### config.mk
export PLATFORM = sky130hd
export DESIGN_NAME = rv32_ctrl
export DESIGN_NICKNAME = d
export VERILOG_FILES = /design/src/rtl/rv32_pkg.sv /design/src/rtl/rv32_ctrl.sv
export SDC_FILE = /design/constraint.sdc
export NUM_CORES = 1
export LEC_CHECK = 0
export BUFFER_PORTS_ARGS = -buffer_cell sky130_fd_sc_hd__buf_2
export CAP_MARGIN = 20
export CORE_AREA = 2 2 39 41
export CTS_CLUSTER_DIAMETER = 50
export DETAILED_ROUTE_END_ITERATION = 8
export DIE_AREA = 0 0 41 43
export PLACE_DENSITY_LB_ADDON = 0.12
export RECOVER_POWER = 50
export SYNTH_ARGS = -nofsm -noshare
export SYNTH_HDL_FRONTEND = slang
export SYNTH_SLANG_ARGS = --single-unit
### constraint.sdc
create_clock -name clk -period 1.6 [get_ports clk]
set_input_delay 0 -clock clk [delete_from_list [all_inputs] [get_ports clk]]
set_output_delay 0 -clock clk [all_outputs]
set_load 0.02 [all_outputs]
### src/rtl/rv32_pkg.sv
// Package for the RV32IM execute block: constants, state codes and controller/datapath structs
package rv32_pkg;

	localparam int RamBytes = 1024;
	localparam int RamAw = $clog2(RamBytes);
	localparam int RxDepth = 16;
	localparam int RxAw = $clog2(RxDepth);

	localparam logic [31:0] TX_ADDR = 32'h0100_0000;
	localparam logic [31:0] RX_ADDR = 32'h0100_0004;
	localparam logic [31:0] LED_ADDR = 32'h0100_0100;
	localparam logic [31:0] PC_RESET = 32'h8000_0000;
	localparam logic [31:0] RAM_BASE_RESET = 32'h8000_0000;

	localparam logic [6:0] OPC_LUI = 7'h37;
	localparam logic [6:0] OPC_AUIPC = 7'h17;
	localparam logic [6:0] OPC_JAL = 7'h6f;
	localparam logic [6:0] OPC_JALR = 7'h67;
	localparam logic [6:0] OPC_BRANCH = 7'h63;
	localparam logic [6:0] OPC_LOAD = 7'h03;
	localparam logic [6:0] OPC_STORE = 7'h23;
	localparam logic [6:0] OPC_OPIMM = 7'h13;
	localparam logic [6:0] OPC_OP = 7'h33;
	localparam logic [6:0] OPC_FENCE = 7'h0f;

	localparam logic [6:0] F7_BASE = 7'h00;
	localparam logic [6:0] F7_ALT = 7'h20;
	localparam logic [6:0] F7_MULDIV = 7'h01;

	typedef enum logic [3:0] {
		ST_IDLE,
		ST_DECODE,
		ST_MUL_HI,
		ST_MUL_DONE,
		ST_DIV,
		ST_MEM_RD,
		ST_MEM_WAIT,
		ST_MEM_WR,
		ST_WRITEBACK,
		ST_RESULT
	} state_t;

	// Decode and progress status from datapath to controller
	typedef struct packed {
		logic is_push;
		logic valid_instr;
		logic is_load;
		logic is_store;
		logic is_mul;
		logic is_div;
		logic [2:0] nbytes_m1;
		logic bytes_last;
		logic div_last;
		logic ram_hit;
	} dp_status_t;

	// Commands from controller to datapath
	typedef struct packed {
		logic take_in;
		logic decode;
		logic mul_hi;
		logic mul_done;
		logic div_start;
		logic div_step;
		logic mem_rd_issue;
		logic mem_rd_capture;
		logic mem_wr;
		logic writeback;
		logic out_load;
	} dp_cmd_t;

endpackage

### src/rtl/rv32_ctrl.sv
// Controller state machine sequencing decode, multiply, divide, byte memory and writeback
module rv32_ctrl (
	input logic clk,
	input logic arst_n,
	input logic in_fire,
	input logic out_free,
	input rv32_pkg::dp_status_t st,
	output rv32_pkg::dp_cmd_t cmd,
	output logic busy
);

	rv32_pkg::state_t state_q, state_d;

	always_ff @(posedge clk or negedge arst_n) begin
		if (!arst_n) begin
			state_q <= rv32_pkg::ST_IDLE;
		end else begin
			state_q <= state_d;
		end
	end

	always_comb begin
		state_d = state_q;
		cmd = '0;
		busy = (state_q != rv32_pkg::ST_IDLE);
		case (state_q)
			rv32_pkg::ST_IDLE: begin
				if (in_fire) begin
					cmd.take_in = 1'b1;
					state_d = rv32_pkg::ST_DECODE;
				end
			end
			rv32_pkg::ST_DECODE: begin
				cmd.decode = 1'b1;
				if (st.is_push || !st.valid_instr) begin
					state_d = rv32_pkg::ST_RESULT;
				end else if (st.is_mul) begin
					state_d = rv32_pkg::ST_MUL_HI;
				end else if (st.is_div) begin
					cmd.div_start = 1'b1;
					state_d = rv32_pkg::ST_DIV;
				end else if (st.is_load) begin
					state_d = rv32_pkg::ST_MEM_RD;
				end else if (st.is_store) begin
					state_d = rv32_pkg::ST_MEM_WR;
				end else begin
					state_d = rv32_pkg::ST_WRITEBACK;
				end
			end
			rv32_pkg::ST_MUL_HI: begin
				cmd.mul_hi = 1'b1;
				state_d = rv32_pkg::ST_MUL_DONE;
			end
			rv32_pkg::ST_MUL_DONE: begin
				cmd.mul_done = 1'b1;
				state_d = rv32_pkg::ST_WRITEBACK;
			end
			rv32_pkg::ST_DIV: begin
				cmd.div_step = 1'b1;
				if (st.div_last) begin
					state_d = rv32_pkg::ST_WRITEBACK;
				end
			end
			rv32_pkg::ST_MEM_RD: begin
				cmd.mem_rd_issue = 1'b1;
				state_d = rv32_pkg::ST_MEM_WAIT;
			end
			rv32_pkg::ST_MEM_WAIT: begin
				cmd.mem_rd_capture = 1'b1;
				if (st.bytes_last) begin
					state_d = rv32_pkg::ST_WRITEBACK;
				end else begin
					state_d = rv32_pkg::ST_MEM_RD;
				end
			end
			rv32_pkg::ST_MEM_WR: begin
				cmd.mem_wr = 1'b1;
				if (st.bytes_last) begin
					state_d = rv32_pkg::ST_RESULT;
				end
			end
			rv32_pkg::ST_WRITEBACK: begin
				cmd.writeback = 1'b1;
				state_d = rv32_pkg::ST_RESULT;
			end
			rv32_pkg::ST_RESULT: begin
				if (out_free) begin
					cmd.out_load = 1'b1;
					state_d = rv32_pkg::ST_IDLE;
				end
			end
			default: begin
				state_d = rv32_pkg::ST_IDLE;
			end
		endcase
	end

endmodule

# --- Word-level counts from Yosys, hierarchy flattened ---
# Index checks and enable logic that the tools add are counted.
op_classes:
  n_div: 0
  shifts: 0
  order_cmp: 0
  reduce_logical: 5
  mux: 27
  n_addsub: 0
  n_eq_ne: 13
  n_bitwise: 0
  mul: 0
op_table:
  columns: ["cell", "count"]
  rows:
  - ["$mux W4", 10]
  - ["$pmux W4 S10", 1]
  - ["$eq A4 B3 Y1 const B", 4]
  - ["$mux W1", 16]
  - ["$eq A4 B2 Y1 const B", 2]
  - ["$eq A4 B4 Y1 const B", 2]
  - ["$ne A2 B2 Y1 const B", 4]
  - ["$eq A4 B1 Y1 const B", 1]
  - ["$logic_not A4 Y1", 1]
  - ["$reduce_and A4 Y1", 1]
  - ["$reduce_bool A4 Y1", 1]
  - ["$logic_not A1 Y1", 1]
  - ["$logic_or A1 B1 Y1", 1]
word_totals:
  reg_bits: 4
  output_inout_bits: 12
  ramBits: 0
  latch_bits: 0
  in_bits: 16
  wordCells: 46
  mem_count: 0
  rom_bits: 0

# --- Logic depth before layout (Yosys ltp) ---
# Gate-level depths: netlist of the first run.
logic_depth:
  word_depth: 6
  ltp_mapped: 6

# --- Least setup slack after synthesis of the first run ---
# Ideal clock, no wire load.
synth_timing:
  path_type: "reg2out"
  from: "register state_q[1]"
  to: "output cmd[6] (netlist bit)"
  path_stages_with_launch: 6
  path_slack_ps: -98
  n_path_buf: 1
  t_arrival_ps: 1698
  cell_sequence: "dfrtp_1 -> buf_6 -> nand2b_1 -> nor3_2 -> nand2_1 -> nor3b_1"
synth_rtl:
  columns: ["element", "line_no", "text"]
  rows:
  - ["from (decl)", "rv32_ctrl.sv:12", "rv32_pkg::state_t state_q, state_d;"]
  - ["from (signal assigned)", "rv32_ctrl.sv:16", "state_q <= rv32_pkg::ST_IDLE;"]
  - ["from (signal assigned)", "rv32_ctrl.sv:18", "state_q <= state_d;"]
  - ["to (decl)", "rv32_ctrl.sv:8", "output rv32_pkg::dp_cmd_t cmd,"]

==> results.toml, run 1 <==
[floorplanning]
dieArea_mm2 = 0.001763
fp.dieW_um = 41
ios = 28
core_mm2 = 0.001384
initial_core_util = 0.3490
rows = 14
fp.dieH_um = 43

[cells_and_area]
layout.nets = 118
regMostFlops = "state_q"
syn_to_final_growth_pct = 39.90
largest_register_ffs = 4
largestRegisters = "state_q (4)"
final.fill_count = 156
antennaDiodeCount = 0
final_layout_size_suffix_gt1_frac = 0.3300

[synth]
synthMuxAreaShare = 0
yosysWarnings = 0
yosys.area.top_type = "dfrtp_1"
synth_cells = 71
synth_seq_cells = 4
syn_nets = 87
post-synth-top-area-fraction = 0.2073
synthSimpleGateAreaFrac = 0.4301
yosysUniqueCellTypes = 25
yosysSeqAreaShare = 0.2073
synthAdderAreaFrac = 0
netlist_area_um2 = 483.0
synth_compound_area_frac = 0.2591
synth_top_family_by_area = "simple AND/OR/NAND/NOR gates"
ys_top_cells_by_area = "dfrtp_1 21%, nor2_1 8.5%, nor3_1 8.3%"
synth-xor-area-share = 0
syn_avg_cell_area_um2 = 6.802

[clocking]
clockRootBuffer = "clkbuf_4"
clock-sinks = 4
cts_buffers = 3
cts_tree = "built"
clk_transition_reported_paths_ps = 40
clockBufferDepth = 2
htree_levels = 1
clock_latency_ps = 230

[setup_path]
criticalPathCategory = "reg2out"
r2r-start = "state_q[1]"
r2r_end = "state_q[3]"
cp_slowest_cell = "dfrtp_1"
start_kind = "flip-flop"
critPathMaxStageDelay_ps = 410
path_max_fanout = 10
r2r_slack_ps = 110
crit_path_end_kind = "output port"
path_cells = "buf_4 -> nor3_2 -> nand2_1 -> nor3b_2 -> buf_2"
arrival_ps = 1500
reg2regPathDepth = 5
cp.required_ps = 1600
setup.worst_path.start = "state_q[2]"

[place]
portBuffers = 23
gp_congestion = 0.7648
dpl.hpwl_um = 982.5

[sta]
slew_violations = 0
tns_ps = 0
fmax_mhz = 667.6
rsz0062_at_grt = "no"
setup_viol = 0
whs_ps = 15.64
post-route-period-util = 0.9362
worstMarginPinSlew_ps = 314.4
finClkSkew_ps = 0.8377
hold_viol_final = 0
slew_headroom = 0.7877
fin_crit_ps = 1498

[hold_path]
holdPathStages = 2
min-delay-start = "out_free"
whs_endpoint = "state_q[3]"
hp-class = "in2reg"

[route]
remaining_drc_errors = 0
ant_nets = 0
wire_per_inst_um = 11.23
viasPerCell = 5.172
drt_pass1_iterations = 4
drt-initial-drc-count = 15
wl_um = 1303
num_vias = 600

[power]
power.density_mw_per_mm2 = 1759
p_leak_nw = 0.3082
peakVddDrop_uv = 591.5
total_power_mw = 1.188

[run]
max_cap_violations = 0

[grt]
antenna_found_initial = 0
grt_start_max_net_pins = 14
grt_pass1_wl_um = 1932
grt-ovfl-total = 0
track_usage = 0.1542
grt_pass1_vias = 471

[run_status]
status = "finished, final reports clean"
==> per-layer routing <==
layer	routed length (µm)	vias to the layer above	share of wire	track usage
met3	57	0	0.044	0.04712
met4	0	0	0	0
met2	656	17	0.50	0.2406
met5	0	-	0	0
met1	589	268	0.45	0.2182
li1	-	315	-	-
==> cell usage after synthesis <==
cell,number
inv_1,4
or3_1,3
nor2_1,11
a21oi_1,5
dfrtp_1,4
a221o_1,3
or2b_1,1
nor3b_1,1
o21ai_0,2
nand2b_1,5
a31oi_1,1
nand2_1,4
o22ai_1,2
clkbuf_1,1
nor2b_1,3
nor3_1,8
or2_1,1
nor3_2,1
buf_6,1
or4_4,1
o31ai_1,2
buf_2,4
o311ai_0,1
a32oi_1,1
o32ai_1,1
==> per-stage QoR <==
step | std cells | setup slack (ps) | util | instance area, µm²
after global routing | 116 | 33.43 | 0.4882 | 675.6
after CTS | 114 | 37.53 | 0.4819 | 666.9
after floorplan | 71 | 73.29 | - | 488.0
after global placement | 110 | 100.8 | 0.4575 | 633.1
after detailed placement | 110 | 111.0 | 0.4575 | 633.1
final | 116 | 102.0 | 0.4882 | 675.6
==> worst max-delay path by stage <==
stage | endpoint | cells after the start | slack, ps
floorplan | cmd[6] | 5 | 70
global placement | state_q[3] | 4 | 100
detailed placement | state_q[3] | 4 | 110
CTS | cmd[6] | 5 | 40
global route | cmd[6] | 5 | 30
finish | cmd[6] | 5 | 100
==> worst max-delay path: cells and delay by family (launching register included) <==
kind	cells	cell delay, ps
flops	1	410
buf+inv	2	370
simple gates	3	500
==> final cells by class <==
| type | count | area, µm² | share of cell area |
|---|---|---|---|
| repair buffers | 32 | 177.7 | 0.2630 |
| flip-flops and latches | 4 | 102.6 | 0.1519 |
| clock buffers | 3 | 22.52 | 0.03333 |
| multi-input cells | 57 | 337.8 | 0.5000 |
| well taps | 16 | 20.02 | 0.02963 |
| inverters | 4 | 15.01 | 0.02222 |
==> cells by family (layout without fill, tap and decap cells) <==
kind of cell	count (synthesis)	in the layout
AND/OR/NAND/NOR	39	39
flip-flops	4	4
AO/OA/AOI/OAI	18	18
buffers and inverters	10	39
==> report_power, final <==
part           total [mW]  switching (mW)  internal (mW)
registers           0.221          0.0706          0.150
logic               0.849           0.474          0.375
clock network       0.118          0.0350         0.0835
total                1.19           0.580          0.608
==> what timing repair did <==
| item | CTS | global route |
|---|---|---|
| hold endpoints to repair | 4 | 0 |
| gates resized for setup | 1 | 1 |
| hold buffers | 1 | 0 |
| buffers inserted | 0 | 2 |
| setup endpoints to repair | 1 | 1 |
==> layout by cell type, fill, tap and decap left out, types with 3 or more instances in the layout <==
cell type,Yosys,routed
nor2b_1,3,3
nor2_1,11,11
a221o_1,3,3
nand2b_1,5,5
inv_1,4,4
buf_2,4,17
clkbuf_1,1,6
buf_4,0,8
nor3_1,8,8
clkbuf_4,0,3
a21oi_1,5,5
nand2_1,4,4
or3_1,3,3
No activity file was read; power rests on OpenSTA's default activity.
==> run 2, diff against run 1 <==
- REMOVE_ABC_BUFFERS: default -> 1
==> run 2 against run 1 <==
- non-clock buffer count is 6 higher
- critical path depth did not move
- maximum frequency increased by 0.74%
- final cell count rose by 5.2%
- design area is 7.0% higher
- critical path type is now reg2reg
- largest power group unchanged
==> results.toml, run 2 (synthesis gave the netlist of run 1 again) <==
[cells_and_area]
syn_to_final_growth_pct = 49.74
layout.nets = 124
multiInputGateArea_um2 = 332.8
antennaDiodeCount = 0
seq_area_um2 = 102.6
largestRegisters = "state_q (4)"
mostFrequentLayoutCells = "21 x buf_2, 13 x buf_4, 11 x nor2_1"
final.fill_count = 148
regMostFlops = "state_q"
final_layout_size_suffix_gt1_frac = 0.3868
largest_register_ffs = 4
final_common_cell = "buf_2"

[clocking]
htree_levels = 1
clock_latency_ps = 240
cts_buffers = 3
cts_tree = "built"
clock-sinks = 4
clockBufferDepth = 2
clockRootBuffer = "clkbuf_4"
clk_transition_reported_paths_ps = 40

[floorplanning]
rows = 14
dieArea_mm2 = 0.001763
fp.dieH_um = 43
ios = 28
initial_core_util = 0.3490
fp.dieW_um = 41
core_mm2 = 0.001384

[power]
switching_power_mw = 0.6221
combPwrFrac = 0.722
swShare = 0.4755
total_power_mw = 1.308
p_leak_nw = 0.3505
peakVddDrop_uv = 636.9
power_frac_seq = 0.181
intPower_mw = 0.6863
power.density_mw_per_mm2 = 1809
power_frac_clock = 0.097

[route]
drt_pass1_iterations = 4
drt-initial-drc-count = 14
wire_per_inst_um = 11.81
remaining_drc_errors = 0
ant_nets = 0
num_vias = 633
viasPerCell = 5.189
wl_um = 1441

[sta]
rsz0062_at_grt = "no"
slew_headroom = 0.7879
fin_crit_ps = 1487
setup_viol = 0
whs_ps = 12.79
finClkSkew_ps = 3.409
worstMarginPinSlew_ps = 314.2
post-route-period-util = 0.9294
slew_violations = 0
fmax_mhz = 672.5
hold_viol_final = 0
tns_ps = 0

[setup_path]
cp_slowest_cell = "dfrtp_2"
r2r_slack_ps = 110
path_max_fanout = 14
critPathMaxStageDelay_ps = 490
cp.required_ps = 1740
path_cells = "buf_4 -> nand2_1 -> o21ai_0 -> a221o_1 -> o22ai_1"
crit_path_end_kind = "flip-flop"
criticalPathCategory = "reg2reg"
start_kind = "flip-flop"
critPathTopFamily = "compound AO/OA/AOI/OAI gates"
critPathBufInv = 1
arrival_ps = 1630

[grt]
grt_start_max_net_pins = 18
antenna_found_initial = 0
grt_pass1_wl_um = 2145
track_usage = 0.1747
grt-ovfl-total = 0
grt_pass1_vias = 477

[run]
max_cap_violations = 0

[place]
dpl.hpwl_um = 976.9
portBuffers = 23
gp_congestion = 0.7603

[hold_path]
hp-class = "in2reg"

[run_status]
status = "finished, final reports clean"
run 2: cell types whose count changed in the layout (fill, tap and decap cells not counted):
cell	previous run	this run
buf_4	8	13
buf_2	17	21
clkbuf_1	6	2
dlygate4sd3_1	1	2
nor3b_1	0	1
nor3b_2	1	0
run 2: layout make-up:
type	count	area share
Inverter	4	0.02076
Sequential cell	4	0.1419
Multi-Input combinational cell	57	0.4602
Timing Repair Buffer	38	0.3183
Clock buffer	3	0.03114
Tap cell	16	0.02768
run 2: timing repair:
item,in CTS,in global routing
setup buffers,0,6
hold endpoints to repair,5,0
pin swaps,0,0
setup endpoints to repair,1,1
hold buffers,2,0
gates cloned,0,0
gates resized for setup,2,0
run 2: path summary, 6_finish.rpt:
kind                       depth (start not counted)        from          to
setup / recovery                                   5  state_q[0]  state_q[0]
hold / removal                                     2       st[7]  state_q[2]
setup reg to reg                                   5  state_q[0]  state_q[0]
hold reg to reg                                    2  state_q[3]  state_q[1]
max in group asynchronous                          2      arst_n  state_q[0]
min in group asynchronous                          2      arst_n  state_q[3]
run 2: per-stage QoR:
| stage | worst slack [ps] | std cells | utilization | cell area, µm² |
|---|---|---|---|---|
| 3_3_place_gp | 96.38 | 111 | 0.4593 | 635.6 |
| 4_1_cts | 35.04 | 116 | 0.4919 | 680.7 |
| 2_1_floorplan | -196.9 | 65 | - | 447.9 |
| 6_report | 113.0 | 122 | 0.5226 | 723.2 |
| 5_1_grt | 7.666 | 122 | 0.5226 | 723.2 |
| 3_5_place_dp | 83.29 | 111 | 0.4593 | 635.6 |
run 2: power by group through the flow:
stage | Sequential, mW | Combinational, mW | Clock [mW]
3_5_place_dp | 0.248 | 0.822 | 0
3_3_place_gp | 0.248 | 0.816 | 0
6_report | 0.236 | 0.945 | 0.127
5_1_grt | 0.243 | 1.03 | 0.147
4_1_cts | 0.251 | 0.831 | 0.133
2_1_floorplan | 0.270 | 0.477 | 0
run 2: routing by layer:
metal  global-route usage  share of wire  vias to the layer above
met5                    0              0                        -
met4              0.04000              0                        0
met3              0.06283          0.051                        0
met2               0.2344           0.47                       18
met1               0.2605           0.48                      287
li1                     -              -                      328
==> run 3, diff against run 2 <==
==> constraint.sdc (replaced) <==
create_clock -name clk -period 1.6 [get_ports clk]
set_input_delay 0.16 -clock clk [delete_from_list [all_inputs] [get_ports clk]]
set_output_delay 0.16 -clock clk [all_outputs]
set_load 0.02 [all_outputs]
==> run 3 against run 2 <==
- total power increased by 9.8%
- critical path depth is 2 lower
- setup slack got worse by 110 ps
- clock power hardly changed
- via count increased by 1.1%
- largest power group unchanged
- highest routed layer unchanged
==> results.toml, run 3 (synthesis gave the netlist of run 1 again) <==
[clocking]
clock-sinks = 4
clk_transition_reported_paths_ps = 40
clock_latency_ps = 240
clockBufferDepth = 2
htree_levels = 1
cts_buffers = 3
clockRootBuffer = "clkbuf_4"
cts_tree = "built"

[power]
intPower_mw = 0.7614
peakVddDrop_uv = 832.7
power_frac_clock = 0.088
switching_power_mw = 0.6749
swShare = 0.4699
p_leak_nw = 0.3728
power_frac_seq = 0.153
power.density_mw_per_mm2 = 1819
combPwrFrac = 0.759

[setup_path]
r2r_slack_ps = 70
r2r-start = "state_q[1]"
criticalPathCategory = "reg2out"
path_max_fanout = 4
r2r_end = "state_q[0]"
cp.required_ps = 1440
reg2regPathDepth = 4
arrival_ps = 1430
start_kind = "flip-flop"
crit_path_end_kind = "output port"

[cells_and_area]
final.fill_count = 133
fin_area_um2 = 789.5
mostFrequentLayoutCells = "18 x buf_2, 14 x buf_4, 10 x nor2_1"
syn_to_final_growth_pct = 63.47
finalNonFillerCells = 125
largestRegisters = "state_q (4)"
final_common_cell = "buf_2"
antennaDiodeCount = 0
final_layout_size_suffix_gt1_frac = 0.4495
largest_register_ffs = 4
layout.nets = 127
regMostFlops = "state_q"

[grt]
grt-ovfl-total = 0
grt_pass1_vias = 520
grt_pass1_wl_um = 2221
grt_start_max_net_pins = 10
track_usage = 0.1799
antenna_found_initial = 0

[place]
postPlaceCellArea_um2 = 650.6
dp.cells = 113
gp_congestion = 0.8263
dpl.hpwl_um = 1011
place_ws_ps = 93.23
portBuffers = 23

[floorplanning]
dieArea_mm2 = 0.001763
ios = 28
fp.dieW_um = 41
fp.dieH_um = 43
core_mm2 = 0.001384
rows = 14
initial_core_util = 0.3490

[sta]
hold_viol_final = 0
slew_violations = 0
tns_ps = 0
fmax_mhz = 627.5
setup_viol = 0
finClkSkew_ps = 4.667
fin_ws_ps = 6.483
worstMarginPinSlew_ps = 323.3
slew_headroom = 0.7817
whs_ps = 156.4
fin_crit_ps = 1594
rsz0062_at_grt = "yes"
post-route-period-util = 0.9959

[hold_path]
hp-class = "in2reg"
whs_endpoint = "state_q[3]"
holdPathStages = 2
min-delay-start = "out_free"

[route]
wl_um = 1507
remaining_drc_errors = 0
wire_per_inst_um = 12.06
viasPerCell = 5.120
ant_nets = 0
drt_pass1_iterations = 4
num_vias = 640
drt-initial-drc-count = 16

[run_status]
status = "finished, final reports clean"

[run]
max_cap_violations = 0
run 3: how the worst max path moves through the flow:
stage / from / endpoint / slack (ps) / cells past startpoint
global route: state_q[1] / cmd[10] / -20 / 3
detailed placement: state_q[0] / cmd[6] / 90 / 5
finish: state_q[1] / cmd[10] / 6 / 3
floorplan: state_q[1] / cmd[6] / -360 / 4
CTS: state_q[1] / cmd[6] / -0.9 / 5
global placement: state_q[1] / state_q[3] / 90 / 4
run 3: metal layers:
layer	GRT usage	vias up	routed length (µm)	share of wire
li1	-	336	-	-
met1	0.2645	285	707	0.47
met2	0.2563	19	722	0.48
met3	0.04712	0	77	0.051
met4	0.04000	0	0	0
met5	0	-	0	0
run 3: layout make-up:
type	count	area (µm²)	share of cell area
timing repair buffer	41	267.8	0.3391
sequential	4	102.6	0.1300
inverter	4	15.01	0.01902
clock buffer	3	22.52	0.02853
multi-input combinational	57	361.6	0.4580
tap	16	20.02	0.02536
run 3: metrics by stage:
stage	power, mW	utilization
floorplan	0.7476	-
global placement	1.087	0.4702
detailed placement	1.084	0.4702
CTS	1.326	0.5371
global route	1.547	0.5705
finish	1.436	0.5705
run 3: what timing repair did:
item	CTS	global route
setup endpoints to repair	4	5
hold endpoints to repair	4	0
resized for setup	7	7
hold buffers	1	0
pin swaps	1	1
buffers inserted	5	3
run 3: worst max-delay path, cell delays in order (launching register included):
cell     delay (ps)
dfrtp_2         430
or4_4           550
nor2_4          100
buf_6           120
run 3: power by group through the flow:
| stage | Combinational (mW) | Clock (mW) | Sequential (mW) |
|---|---|---|---|
| floorplan | 0.477 | 0 | 0.270 |
| global placement | 0.843 | 0 | 0.245 |
| detailed placement | 0.842 | 0 | 0.242 |
| CTS | 0.982 | 0.131 | 0.213 |
| global route | 1.19 | 0.138 | 0.222 |
| finish | 1.09 | 0.127 | 0.220 |
